**src/rtl/core/bpc_pkg.sv**
```systemverilog
package bpc_pkg;

  localparam int unsigned MASK_W   = 5;
  localparam int unsigned WORD_W   = 15;
  localparam int unsigned SLOT_W   = 3;
  localparam int unsigned SLOTS    = WORD_W / SLOT_W;
  localparam int unsigned COUNT_W  = 8;
  localparam int unsigned CFG_W    = 8;
  localparam int unsigned CFG_IDX_W = 2;

  typedef enum logic [CFG_IDX_W-1:0] {
    REG_PRESS_THRESHOLD   = 2'd0,
    REG_HOLD_THRESHOLD    = 2'd1,
    REG_DOUBLE_GAP        = 2'd2,
    REG_RELEASE_THRESHOLD = 2'd3
  } reg_index_t;

  localparam logic [CFG_W-1:0] PRESS_THRESHOLD_RST   = 8'd4;
  localparam logic [CFG_W-1:0] HOLD_THRESHOLD_RST    = 8'd200;
  localparam logic [CFG_W-1:0] DOUBLE_GAP_RST        = 8'd2;
  localparam logic [CFG_W-1:0] RELEASE_THRESHOLD_RST = 8'd20;

  typedef enum logic [1:0] {
    ST_IDLE   = 2'd0,
    ST_SINGLE = 2'd1,
    ST_HOLD   = 2'd2,
    ST_DOUBLE = 2'd3
  } code_t;

  typedef struct packed {
    logic  released;
    code_t code;
  } status_t;

  typedef struct packed {
    logic [CFG_W-1:0] press_threshold;
    logic [CFG_W-1:0] hold_threshold;
    logic [CFG_W-1:0] double_gap;
    logic [CFG_W-1:0] release_threshold;
  } cfg_t;

  localparam status_t STATUS_IDLE = '{released: 1'b0, code: ST_IDLE};

endpackage

```
**src/rtl/core/bpc_button.sv**
```systemverilog
module bpc_button (
  input  logic             clk,
  input  logic             rst,
  input  logic             tick,
  input  logic             down,
  input  logic             clear,
  input  bpc_pkg::cfg_t    cfg,
  output bpc_pkg::status_t status_next
);
  import bpc_pkg::*;

  logic [COUNT_W-1:0] press_count;
  logic [COUNT_W-1:0] press_count_next;
  logic [COUNT_W-1:0] release_count;
  logic [COUNT_W-1:0] release_count_next;
  status_t            status;

  always_comb begin
    status_t            st;
    logic [COUNT_W-1:0] pc;
    logic [COUNT_W-1:0] rc;
    st = clear ? STATUS_IDLE : status;
    pc = press_count;
    rc = release_count;
    if (down) begin
      pc = press_count + COUNT_W'(1);
      if (st == status_t'{released: 1'b0, code: ST_SINGLE}) begin
        if (pc == cfg.hold_threshold) begin
          rc = '0;
          st.code = ST_HOLD;
        end
        if (pc == cfg.press_threshold && rc > cfg.double_gap) begin
          rc = '0;
          st.code = ST_DOUBLE;
        end
      end else if (st == STATUS_IDLE) begin
        rc = '0;
        if (pc == cfg.press_threshold) begin
          st.code = ST_SINGLE;
        end
      end
    end else begin
      pc = '0;
      if (st != STATUS_IDLE) begin
        rc = release_count + COUNT_W'(1);
        if (rc == cfg.release_threshold) begin
          st.released = 1'b1;
        end
      end
    end
    press_count_next   = pc;
    release_count_next = rc;
    status_next        = st;
  end

  always_ff @(posedge clk) begin
    if (rst) begin
      press_count   <= '0;
      release_count <= '0;
      status        <= STATUS_IDLE;
    end else if (tick) begin
      press_count   <= press_count_next;
      release_count <= release_count_next;
      status        <= status_next;
    end
  end

endmodule

```
**src/rtl/core/button_press_classifier.sv**
```systemverilog
// Channel  Direction  Handshake              Payload
// config   in         cfg_write              cfg_index, cfg_data
// in       in         in_valid / in_ready    pressed_mask, clear_mask
// out      out        out_valid / out_ready  status_word
//
// A beat passes an input register and then the per-button update, which
// writes the button state and the result register in the same cycle.
// Beats are taken at one per cycle while the output is not stalled.
// Reset clears all counters, statuses and valid flags and loads the default
// thresholds. A stalled output holds the input register, which still frees
// itself whenever the result register moves on.
module button_press_classifier #(
  parameter int unsigned BUTTONS = 5
) (
  input  logic                               clk,
  input  logic                               rst,
  input  logic                               cfg_write,
  input  logic [bpc_pkg::CFG_IDX_W-1:0]      cfg_index,
  input  logic [bpc_pkg::CFG_W-1:0]          cfg_data,
  input  logic                               in_valid,
  output logic                               in_ready,
  input  logic [bpc_pkg::MASK_W-1:0]         pressed_mask,
  input  logic [bpc_pkg::MASK_W-1:0]         clear_mask,
  output logic                               out_valid,
  input  logic                               out_ready,
  output logic [bpc_pkg::WORD_W-1:0]         status_word
);
  import bpc_pkg::*;

  cfg_t              cfg;
  logic              in_full;
  logic [MASK_W-1:0] pressed_r;
  logic [MASK_W-1:0] clear_r;
  logic              advance;
  logic [WORD_W-1:0] status_word_next;
  status_t           status_next [BUTTONS];

  assign advance  = in_full && (!out_valid || out_ready);
  assign in_ready = !in_full || advance;

  always_ff @(posedge clk) begin
    if (rst) begin
      cfg.press_threshold   <= PRESS_THRESHOLD_RST;
      cfg.hold_threshold    <= HOLD_THRESHOLD_RST;
      cfg.double_gap        <= DOUBLE_GAP_RST;
      cfg.release_threshold <= RELEASE_THRESHOLD_RST;
    end else if (cfg_write) begin
      unique case (reg_index_t'(cfg_index))
        REG_PRESS_THRESHOLD:   cfg.press_threshold   <= cfg_data;
        REG_HOLD_THRESHOLD:    cfg.hold_threshold    <= cfg_data;
        REG_DOUBLE_GAP:        cfg.double_gap        <= cfg_data;
        REG_RELEASE_THRESHOLD: cfg.release_threshold <= cfg_data;
        default: ;
      endcase
    end
  end

  always_ff @(posedge clk) begin
    if (rst) begin
      in_full <= 1'b0;
    end else if (in_ready) begin
      in_full <= in_valid;
    end
  end

  always_ff @(posedge clk) begin
    if (in_valid && in_ready) begin
      pressed_r <= pressed_mask;
      clear_r   <= clear_mask;
    end
  end

  for (genvar b = 0; b < BUTTONS; b++) begin : g_button
    logic down;
    logic clear;
    if (b < MASK_W) begin : g_masked
      assign down  = pressed_r[b];
      assign clear = clear_r[b];
    end else begin : g_unmasked
      assign down  = 1'b0;
      assign clear = 1'b0;
    end
    bpc_button u_button (
      .clk         (clk),
      .rst         (rst),
      .tick        (advance),
      .down        (down),
      .clear       (clear),
      .cfg         (cfg),
      .status_next (status_next[b])
    );
  end

  // The word is built from the state being written, so it shows each
  // button after the tick.
  for (genvar i = 0; i < SLOTS; i++) begin : g_slot
    if (i < BUTTONS) begin : g_used
      assign status_word_next[SLOT_W*i +: SLOT_W] = status_next[i];
    end else begin : g_empty
      assign status_word_next[SLOT_W*i +: SLOT_W] = '0;
    end
  end

  always_ff @(posedge clk) begin
    if (rst) begin
      out_valid <= 1'b0;
    end else if (advance) begin
      out_valid <= 1'b1;
    end else if (out_ready) begin
      out_valid <= 1'b0;
    end
  end

  always_ff @(posedge clk) begin
    if (advance) begin
      status_word <= status_word_next;
    end
  end

endmodule
```
**config.mk**
```make
export PLATFORM = sky130hd
export DESIGN_NAME = button_press_classifier
export DESIGN_NICKNAME = d
export VERILOG_FILES = /design/src/rtl/core/bpc_pkg.sv /design/src/rtl/core/bpc_button.sv /design/src/rtl/core/button_press_classifier.sv
export SDC_FILE = /design/constraint.sdc
export NUM_CORES = 1
export LEC_CHECK = 0
export BUFFER_PORTS_ARGS = -buffer_cell sky130_fd_sc_hd__buf_2
export CORE_MARGIN = 3
export CORE_UTILIZATION = 55
export CTS_CLUSTER_SIZE = 20
export DETAILED_ROUTE_END_ITERATION = 8
export HOLD_SLACK_MARGIN = 0.05
export PLACE_DENSITY_LB_ADDON = 0.1
export SLEW_MARGIN = 20
export SYNTH_ARGS = -nofsm -noshare
export SYNTH_HDL_FRONTEND = slang
export SYNTH_HIERARCHICAL = 1
export SYNTH_SLANG_ARGS = --single-unit
```
**constraint.sdc**
```tcl
create_clock -name clk -period 4 [get_ports clk]
set_input_delay 0.2 -clock clk [delete_from_list [all_inputs] [get_ports clk]]
set_output_delay 0.2 -clock clk [all_outputs]
set_load 0.02 [all_outputs]
```
## Yosys cells after proc, flatten, opt, wreduce, memory -nomap -nowiden

Cells that the tools add are included.

- Reduce and logical (&&, ||, !) cells: 37
- Multiplexer cells: 97
- Eq/ne operators: 28
- Order comparisons: 5
- Add/sub/neg operators: 10

Operator list:

| cell | count |
|---|---|
| $mux 8 | 45 |
| $eq 8x8->1 | 15 |
| $add 8x1->8 const B | 10 |
| $mux 2 | 30 |
| $gt 8x8->1 | 5 |
| $mux 1 | 17 |
| $eq 3x1->1 const B | 5 |
| $logic_not 3->1 | 5 |
| $mux 3 | 5 |
| $ne 3x1->1 const B | 5 |
| $reduce_and 3->1 | 5 |
| $reduce_bool 3->1 | 5 |
| $reduce_bool 2->1 | 6 |
| $reduce_and 2->1 | 4 |
| $logic_and 1x1->1 | 7 |
| $eq 2x2->1 const B | 2 |
| $eq 2x1->1 const B | 1 |
| $logic_not 1->1 | 2 |
| $logic_not 2->1 | 1 |
| $logic_or 1x1->1 | 2 |

- Output and inout bits: 17
- Word-level logic and storage cells: 206
- Bits in registers: 154
- Bits of input ports: 25

## Longest topological paths before layout

Gate-level depths: netlist of run 1.

- Word-level depth: 10
- Mapped depth: 16
- Mapped depth without buffers: 15

## Hierarchy

The synthesis of run 1 kept the hierarchy.

Modules (own cells, without submodules):

| module | cells an instance | times used | area each (um^2) |
|---|---|---|---|
| bpc_button (g_button[0].u_button ...) | 233 | 4 | 1840.5 |
| button_press_classifier | 161 | 1 | 2147.1 |
| bpc_button (g_button[4].u_button) | 225 | 1 | 1762.9 |

## Worst setup path after synthesis of run 1

No wires, ideal clock.

- Path kind: reg2reg
- Start: reg g_button[4].u_button.press_count[1]
- End: reg g_button[4].u_button.release_count[0]
- Cell stages (with the launch flop): 17
- Setup time: 0.088 ns
- Path slack: 0.607 ns
- Period minus slack after synthesis: 3.393 ns
- Path buffers: 1
- Arrival time: 3.305 ns
- Cells stage by stage: dfxtp_1 -> ha_1 -> xnor2_1 -> xor2_1 -> nand3_1 -> a211oi_1 -> nand4_1 -> and2_1 -> ha_1 -> a21oi_1 -> nand2_1 -> a21oi_1 -> o21ai_0 -> nor4b_4 -> or3_1 -> buf_6 -> a311oi_2

- Longest elaborated chain between the ends: 10
- Elaborated cells between the ends (all ways): 11

RTL lines:

| item | line | text |
|---|---|---|
| start: declaration | bpc_button.sv:12 | `logic [COUNT_W-1:0] press_count;` |
| start signal: assignment | bpc_button.sv:62 | `press_count <= press_count_next;` |
| $add 8x1->8 (*) | bpc_button.sv:26 | `pc = press_count + COUNT_W'(1);` |
| $eq 8x8->1 | bpc_button.sv:28 | `if (pc == cfg.hold_threshold) begin` |
| $mux 8 | bpc_button.sv:28 |  |
| $mux 8 | bpc_button.sv:27 | `if (st == status_t'{released: 1'b0, code: ST_SINGLE}) begin` |
| $mux 8 | bpc_button.sv:25 | `if (down) begin` |
| $gt 8x8->1 | bpc_button.sv:32 | `if (pc == cfg.press_threshold && rc > cfg.double_gap) begin` |
| $logic_and 1x1->1 | bpc_button.sv:32 |  |
| $mux 8 (*) | bpc_button.sv:32 |  |
| $mux 8 (*) | bpc_button.sv:27 |  |
| $mux 8 (*) | bpc_button.sv:25 |  |
| end signal: assignment | bpc_button.sv:63 | `release_count <= release_count_next;` |
| end: declaration | bpc_button.sv:14 | `logic [COUNT_W-1:0] release_count;` |

Mark *: on every way between the ends. The rest lies on a longest branch, timed or not. The select of a mux whose other input is x is not followed.
A chain may end at the register's enable or synchronous reset.

## Final worst setup path of run 1

- Start: reg g_button[0].u_button.press_count[1]
- End: reg g_button[0].u_button.release_count[3]

- Longest elaborated chain between the ends: 10
- Elaborated cells between the ends (all ways): 11

RTL lines:

| item | line |
|---|---|
| start: declaration | bpc_button.sv:12 |
| start signal: assignment | bpc_button.sv:62 |
| $add 8x1->8 (*) | bpc_button.sv:26 |
| $eq 8x8->1 | bpc_button.sv:28 |
| $mux 8 | bpc_button.sv:28 |
| $mux 8 | bpc_button.sv:27 |
| $mux 8 | bpc_button.sv:25 |
| $gt 8x8->1 | bpc_button.sv:32 |
| $logic_and 1x1->1 | bpc_button.sv:32 |
| $mux 8 (*) | bpc_button.sv:32 |
| $mux 8 (*) | bpc_button.sv:27 |
| $mux 8 (*) | bpc_button.sv:25 |
| end signal: assignment | bpc_button.sv:63 |
| end: declaration | bpc_button.sv:14 |

Marks and branches as above.

==> qor.yml, run 1 <==
run_status: "finished clean"
worst-path-stages: 16
layout-area-overhead-vs-synth_pct: 11.00
worst-r2r-cell-count: 16
grt.overflow.total: 0
synth.avg_cell_area_um2: 8.552
synth_area_leader_cell: "dfxtp_1"
maximum_root_to_sink_buffer_count: 2
critPathSlowestCell: "o32ai_1"
highest_fanout_seen_on_the_critical_path: 11
smallest_setup_slack_after_layout_ps: 311.2
report.final.slew_viol_count: 0
period_needed_ps: 3689
largest_net_degree_at_the_start_of_global_routing: 101
kind_of_launch_point_of_the_worst_setup_path: "flip-flop"
clock-skew-final_ps: 11.47
timing.final.crit_share_pct: 92.22
synth_largest_type_area_fraction_pct: 22.91
design_power_total_w: 0.003712
drt_first_pass_iters: 5
cap_violations: 0
dieWidth_um: 149.2
synth_edf_count: 25
grt_pass1_vias: 8924
top_layer: "met4"
worst_skew_late_latency_ps: 430
floorplan.initialDensity_pct: 56.98
synth_top_cells_by_count: "dfxtp_1, xnor2_1, nand2_1"
dr.first_iter.drc_count: 638
worst_setup_path_startpoint: "g_button[0].u_button/press_count[1]"
finish.net_count: 1430
die_height_um: 149.2
final_count_of_negative_setup_slack_endpoints: 0
wl_met2_um: 13260
headroom_to_the_max_slew_limit_pct: 32.07
number_of_design_rule_violations_left_after_detail_routing: 0
path_class: "reg -> reg"
tritoncts_clock_tree: "done"
yosysSeqAreaShare_pct: 29.57
cts_num_sinks: 154
synthArstFlopShare_pct: 0
synth.cell_area_mm2: 0.01127
yosys.cell_types.count: 67
yosysMostFrequentCell: "dfxtp_1"
antennaDiodeCount: 0
wl_per_cell_um: 18.24
route.detailed.vias_per_inst: 5.926
finalWirelength_um: 29770
crit_path_cell_trace: "ha_1 -> and3_2 -> xnor2_1 -> xor2_1 -> nand3_1 -> nor3_2 -> buf_4 -> nor2b_1 -> ha_1 -> nor2b_1 -> o211ai_1 -> a21oi_1 -> o32ai_1 -> a211oi_2 -> o31a_2 -> a211oi_1"
placement_rows: 51
power-per-cell-area_mw_per_mm2: 296.7
cts_buffer_count: 17
synthesis.instances: 1318
detailed_place_hpwl_um: 20280
io-pin-count: 42
setup-tns-final_ps: 0
postSynthRegisterBits: 154
floorplan.die_area_mm2: 0.02225
grt_setup_unrepaired: "false"
grt_pass1_wl_um: 47740
grt_usage_pct: 27.08
routed-via-count: 9672
clock_tree.root_cell: "clkbuf_16"
worstReg2RegStart: "g_button[0].u_button/press_count[1]"
timing.critical_path.to_type: "flip-flop"
critPathArrivalTime_ps: 4010
utilization_pct: 63.25
cts-htree-levels: 4
min_delay_path_depth: 3
cp_slowest_stage_delay_ps: 380
met3WireLength_um: 1750
cp.required_ps: 4320
io_buffers: 41
leading_cell_types_by_total_area_after_synthesis: "dfxtp_1, xnor2_1, edfxtp_1"
post_route_cells_drive_above_1_share_pct: 12.22
tightestPinTransition_ps: 1019
finalWeightedCongestion: 0.8653
max_freq_mhz: 271.1
placed_area_mm2: 0.01174
core_area_mm2: 0.01978
antenna_violating_nets_post_route: 0
ir_worst_vdd_mv: 0.2481
hold_path.class: "in -> reg"
yosys_warn_count: 6
postLayoutCellArea_mm2: 0.01251
timing_hold_violations_final: 0
clkTransAtPathRegs_ps: 60
synthesis.nets: 1393
power_leakage_nw: 4.775
cpLargestDelayFamily: "compound AO/OA/AOI/OAI gates"
drt-met1-wl_um: 13890
post-place-ws_ps: 76.15
grt_antenna_before_repair: 0
synth_ff_type: "dfxtp_1"
min-delay-start: "cfg_data[6]"
path_buf_inv: 1
[cell type report]
class | count | area, um^2
Multi-Input combinational cell | 1029 | 7388
Clock inverter | 4 | 50.05
Inverter | 67 | 251.5
Tap cell | 265 | 331.6
Fill cell | 1758 | 7269
Timing Repair Buffer | 86 | 588.1
Sequential cell | 154 | 3336
Clock buffer | 27 | 566.8
[per-layer routing]
layer / vias to the layer above / global-route usage, %
met5: - / 0
met4: 0 / 8.879
met3: 46 / 4.467
met2: 266 / 41.75
met1: 4576 / 38.73
li1: 4784 / -
[placed cells by master (no fill, tap or decap), types with 34 or more instances in the layout]
cell / instances
xor2_1: 49
ha_1: 49
a21oi_1: 88
nor2_1: 97
xnor2_1: 115
inv_1: 63
dfxtp_1: 127
buf_2: 40
nor2b_1: 36
a211oi_1: 34
nand2b_1: 51
nand2_1: 110
o21ai_0: 34
nand4_1: 36
[timing repair]
item | 4_1_cts | 5_1_grt
resized for setup | 0 | 7
buffers inserted | 0 | 1
endpoints found under the hold margin | 12 | 0
endpoints found under the setup margin | 0 | 27
hold buffers | 12 | 0
[worst reg2reg max path, stage by stage (launching register included)]
cell and delay (ps):
dfxtp_1 370, ha_1 220, and3_2 240, xnor2_1 240, xor2_1 180, nand3_1 100
nor3_2 160, buf_4 190, nor2b_1 60, ha_1 280, nor2b_1 140, o211ai_1 170
a21oi_1 90, o32ai_1 380, a211oi_2 100, o31a_2 380, a211oi_1 280
[metrics by stage]
stage          cells  hold slack, ps
2_1_floorplan   1318           298.9
3_3_place_gp    1588           376.9
3_5_place_dp    1588           378.3
4_1_cts         1631           55.68
5_1_grt         1632           68.82
6_report        1632           67.74
[report_power, final]
| part | leakage [nW] | switching (W) | internal (W) |
|---|---|---|---|
| Clock | 0.305 | 0.000649 | 0.00103 |
| Combinational | 3.18 | 0.000209 | 0.000147 |
| Sequential | 1.29 | 0.0000667 | 0.00161 |
[sequential cells by signal, summed over array words and instances, names as in the netlist]
signal	flops
g_button.u_button/release_count	40
cfg	32
status_word	15
g_button.u_button/press_count	40
pressed_r	5
g_button.u_button/status	15
clear_r	5
out_valid	1
in_full	1
[path summary, 6_finish.rpt]
check	slack, ps	endpoint
max	310	g_button[0].u_button/release_count[3]
min	70	cfg[22]
max reg2reg	310	g_button[0].u_button/release_count[3]
min reg2reg	470	out_valid
[kinds of logic after synthesis]
family,count (synthesis),share of synthesized area [%]
compound gates,263,16.18
buf+inv,135,5.206
fa+ha+maj,50,5.550
mux,32,2.842
xor+xnor,182,16.05
simple gates,502,24.60
flops,154,29.57
Note: power is estimated with default switching activity, not from simulation.
==> inputs of run 2 (changes only) <==
- PLACE_DENSITY: default -> 0.72
- PLACE_DENSITY_LB_ADDON: 0.1 -> default
- clock period: 4 -> 4.3 ns (I/O delays scaled with it)
==> qor.yml, run 2 (synthesis results as in run 1) <==
highest_fanout_seen_on_the_critical_path: 10  # -1
ff_latch_area_mm2: 0.003333  # about the same
multi_input_area_mm2: 0.007353  # -0.47%
finalWirelength_um: 29590  # -0.61%
hold_ws_ps: 76.17  # +8.427 ps
most_frequent_cells_in_the_layout: "dfxtp_1, xnor2_1, nand2_1"
antennaDiodeCount: 0  # unchanged
headroom_to_the_max_slew_limit_pct: 27.45  # -4.6 points
placed_cells_incl_taps: 1580  # -0.50%
grt_antenna_before_repair: 0  # unchanged
detailed_place_hpwl_um: 19800  # -2.3%
die_height_um: 149.2  # unchanged
power_leakage_nw: 4.667  # -2.3%
grt_setup_unrepaired: "false"
finish.net_count: 1420  # -0.70%
grt.overflow.total: 0  # unchanged
reg2reg_slack_ps: 290  # -20 ps
max_freq_mhz: 249.4  # -8.0%
critPathArrivalTime_ps: 4350  # +340 ps
cts-htree-levels: 4  # unchanged
final.fill_count: 1715  # -2.4%
ctsResizeCount: 0  # unchanged
period_needed_ps: 4010  # +321.6 ps
ir_worst_vdd_mv: 0.2597  # +4.7%
crit_path_cell_trace: "ha_1 -> xnor2_1 -> xor2_1 -> nand3_1 -> a211oi_1 -> nand4_1 -> and2_1 -> ha_1 -> a21oi_1 -> nand2_1 -> a21oi_1 -> o21ai_0 -> nor4b_4 -> or3_1 -> a311oi_2"
timing.final.crit_share_pct: 93.26  # +1.0 points
cp_slowest_stage_delay_ps: 530  # +150 ps
tightestPinTransition_ps: 1088  # +69.23 ps
io-pin-count: 42  # unchanged
route.detailed.vias_per_inst: 6.014  # +1.5%
power-per-cell-area_mw_per_mm2: 263.5  # -11%
utilization_pct: 62.14  # -1.1 points
report.final.slew_viol_count: 0  # unchanged
run_status: "finished clean"
worst_skew_late_latency_ps: 430  # about the same
most_common_cell_after_layout_fill_and_taps_aside: "dfxtp_1"
cap_violations: 0  # unchanged
core_area_mm2: 0.01978  # unchanged
layout-area-overhead-vs-synth_pct: 9.047
hold_path.class: "in -> reg"
final_count_of_negative_setup_slack_endpoints: 0  # unchanged
clock-skew-final_ps: 10.71  # -0.7665 ps
timing.critical_path.to_type: "flip-flop"
cp.required_ps: 4640  # +320 ps
final-instance-count-excl-fill: 1622  # -0.61%
dr.first_iter.drc_count: 699  # +9.6%
floorplan.initialDensity_pct: 56.98  # unchanged
path_class: "reg -> reg"
finalWeightedCongestion: 0.8821  # +1.9%
drt_first_pass_iters: 5  # unchanged
grt_pass1_wl_um: 46350  # -2.9%
cts_buffer_count: 17  # unchanged
largest_net_degree_at_the_start_of_global_routing: 89  # -12%
grt_usage_pct: 26.23  # -0.85 points
cts_num_sinks: 154  # unchanged
dieWidth_um: 149.2  # unchanged
critPathSlowestCell: "or3_1"
timing_hold_violations_final: 0  # unchanged
biggestRegsByFlops: "g_button.u_button/press_count x40, g_button.u_button/release_count x40, cfg x32"
setup-tns-final_ps: 0  # unchanged
clock_tree.root_cell: "clkbuf_16"
floorplan.die_area_mm2: 0.02225  # unchanged
placement_rows: 51  # unchanged
maximum_root_to_sink_buffer_count: 2  # unchanged
wl_per_cell_um: 18.24  # about the same
clkTransAtPathRegs_ps: 60  # about the same
io_buffers: 41  # unchanged
post_route_cells_drive_above_1_share_pct: 11.05  # -1.2 points
number_of_design_rule_violations_left_after_detail_routing: 0  # unchanged
kind_of_launch_point_of_the_worst_setup_path: "flip-flop"
antenna_violating_nets_post_route: 0  # unchanged
routed-via-count: 9755  # +0.86%
grt_pass1_vias: 9234  # +3.5%
tritoncts_clock_tree: "done"
## run 2: cell types whose count changed in the layout (fill, tap and decap cells not counted), moves of 3 or more
cell / delta
clkbuf_16: -3
clkinv_2: +3
buf_4: -9
clkbuf_8: -4
## run 2: what timing repair did
action / 4_1_cts / 5_1_grt
hold endpoints to repair: 11 / 0
buffers inserted: 0 / 0
endpoints found under the setup margin: 0 / 0
hold buffers: 11 / 0
## run 2: final timing paths
| kind | startpoint | end | depth (start not counted) |
|---|---|---|---|
| max | g_button[4].u_button/press_count[1] | g_button[4].u_button/release_count[0] | 15 |
| min | cfg_data[4] | cfg[4] | 3 |
| max reg2reg | g_button[4].u_button/press_count[1] | g_button[4].u_button/release_count[0] | 15 |
| min reg2reg | in_full | out_valid | 2 |
## run 2: report_power, final
| group | leakage, nW | switching [W] | internal (W) |
|---|---|---|---|
| clock | 0.251 | 0.000618 | 0.000736 |
| sequential | 1.28 | 0.0000712 | 0.00149 |
| combinational | 3.13 | 0.000187 | 0.000133 |
## run 2: metrics by stage
step / setup WS (ps) / power (W) / instance area (um^2)
2_1_floorplan: 906.8 / 0.001793 / 11270
3_3_place_gp: 517.9 / 0.001896 / 11670
3_5_place_dp: 438.9 / 0.001901 / 11670
4_1_cts: 405.0 / 0.003257 / 12290
5_1_grt: 2.155 / 0.003340 / 12290
6_report: 289.6 / 0.003239 / 12290
## run 2: metal layers
| layer | track usage (%) | vias to the layer above | part of all wire, % |
|---|---|---|---|
| met5 | 0 | - | 0 |
| met4 | 8.696 | 0 | 2.4 |
| met3 | 5.348 | 49 | 6.4 |
| met2 | 43.06 | 328 | 47 |
| met1 | 34.66 | 4623 | 45 |
| li1 | - | 4755 | - |
## run 2: critical path: cells and delay by family (launching register included)
family,cells,cell delay (ps)
flip-flops,1,400
AND/OR/NAND/NOR,6,1550
XOR/XNOR,2,380
AO/OA/AOI/OAI,5,1020
adder cells (fa/ha/maj),2,600
## run 2: layout make-up
class / count / share of cell area, %
multi-input combinational: 1029 / 59.82
sequential: 154 / 27.12
timing repair buffer: 76 / 4.153
clock buffer: 21 / 3.583
tap: 265 / 2.697
inverter: 67 / 2.046
clock inverter: 10 / 0.5802
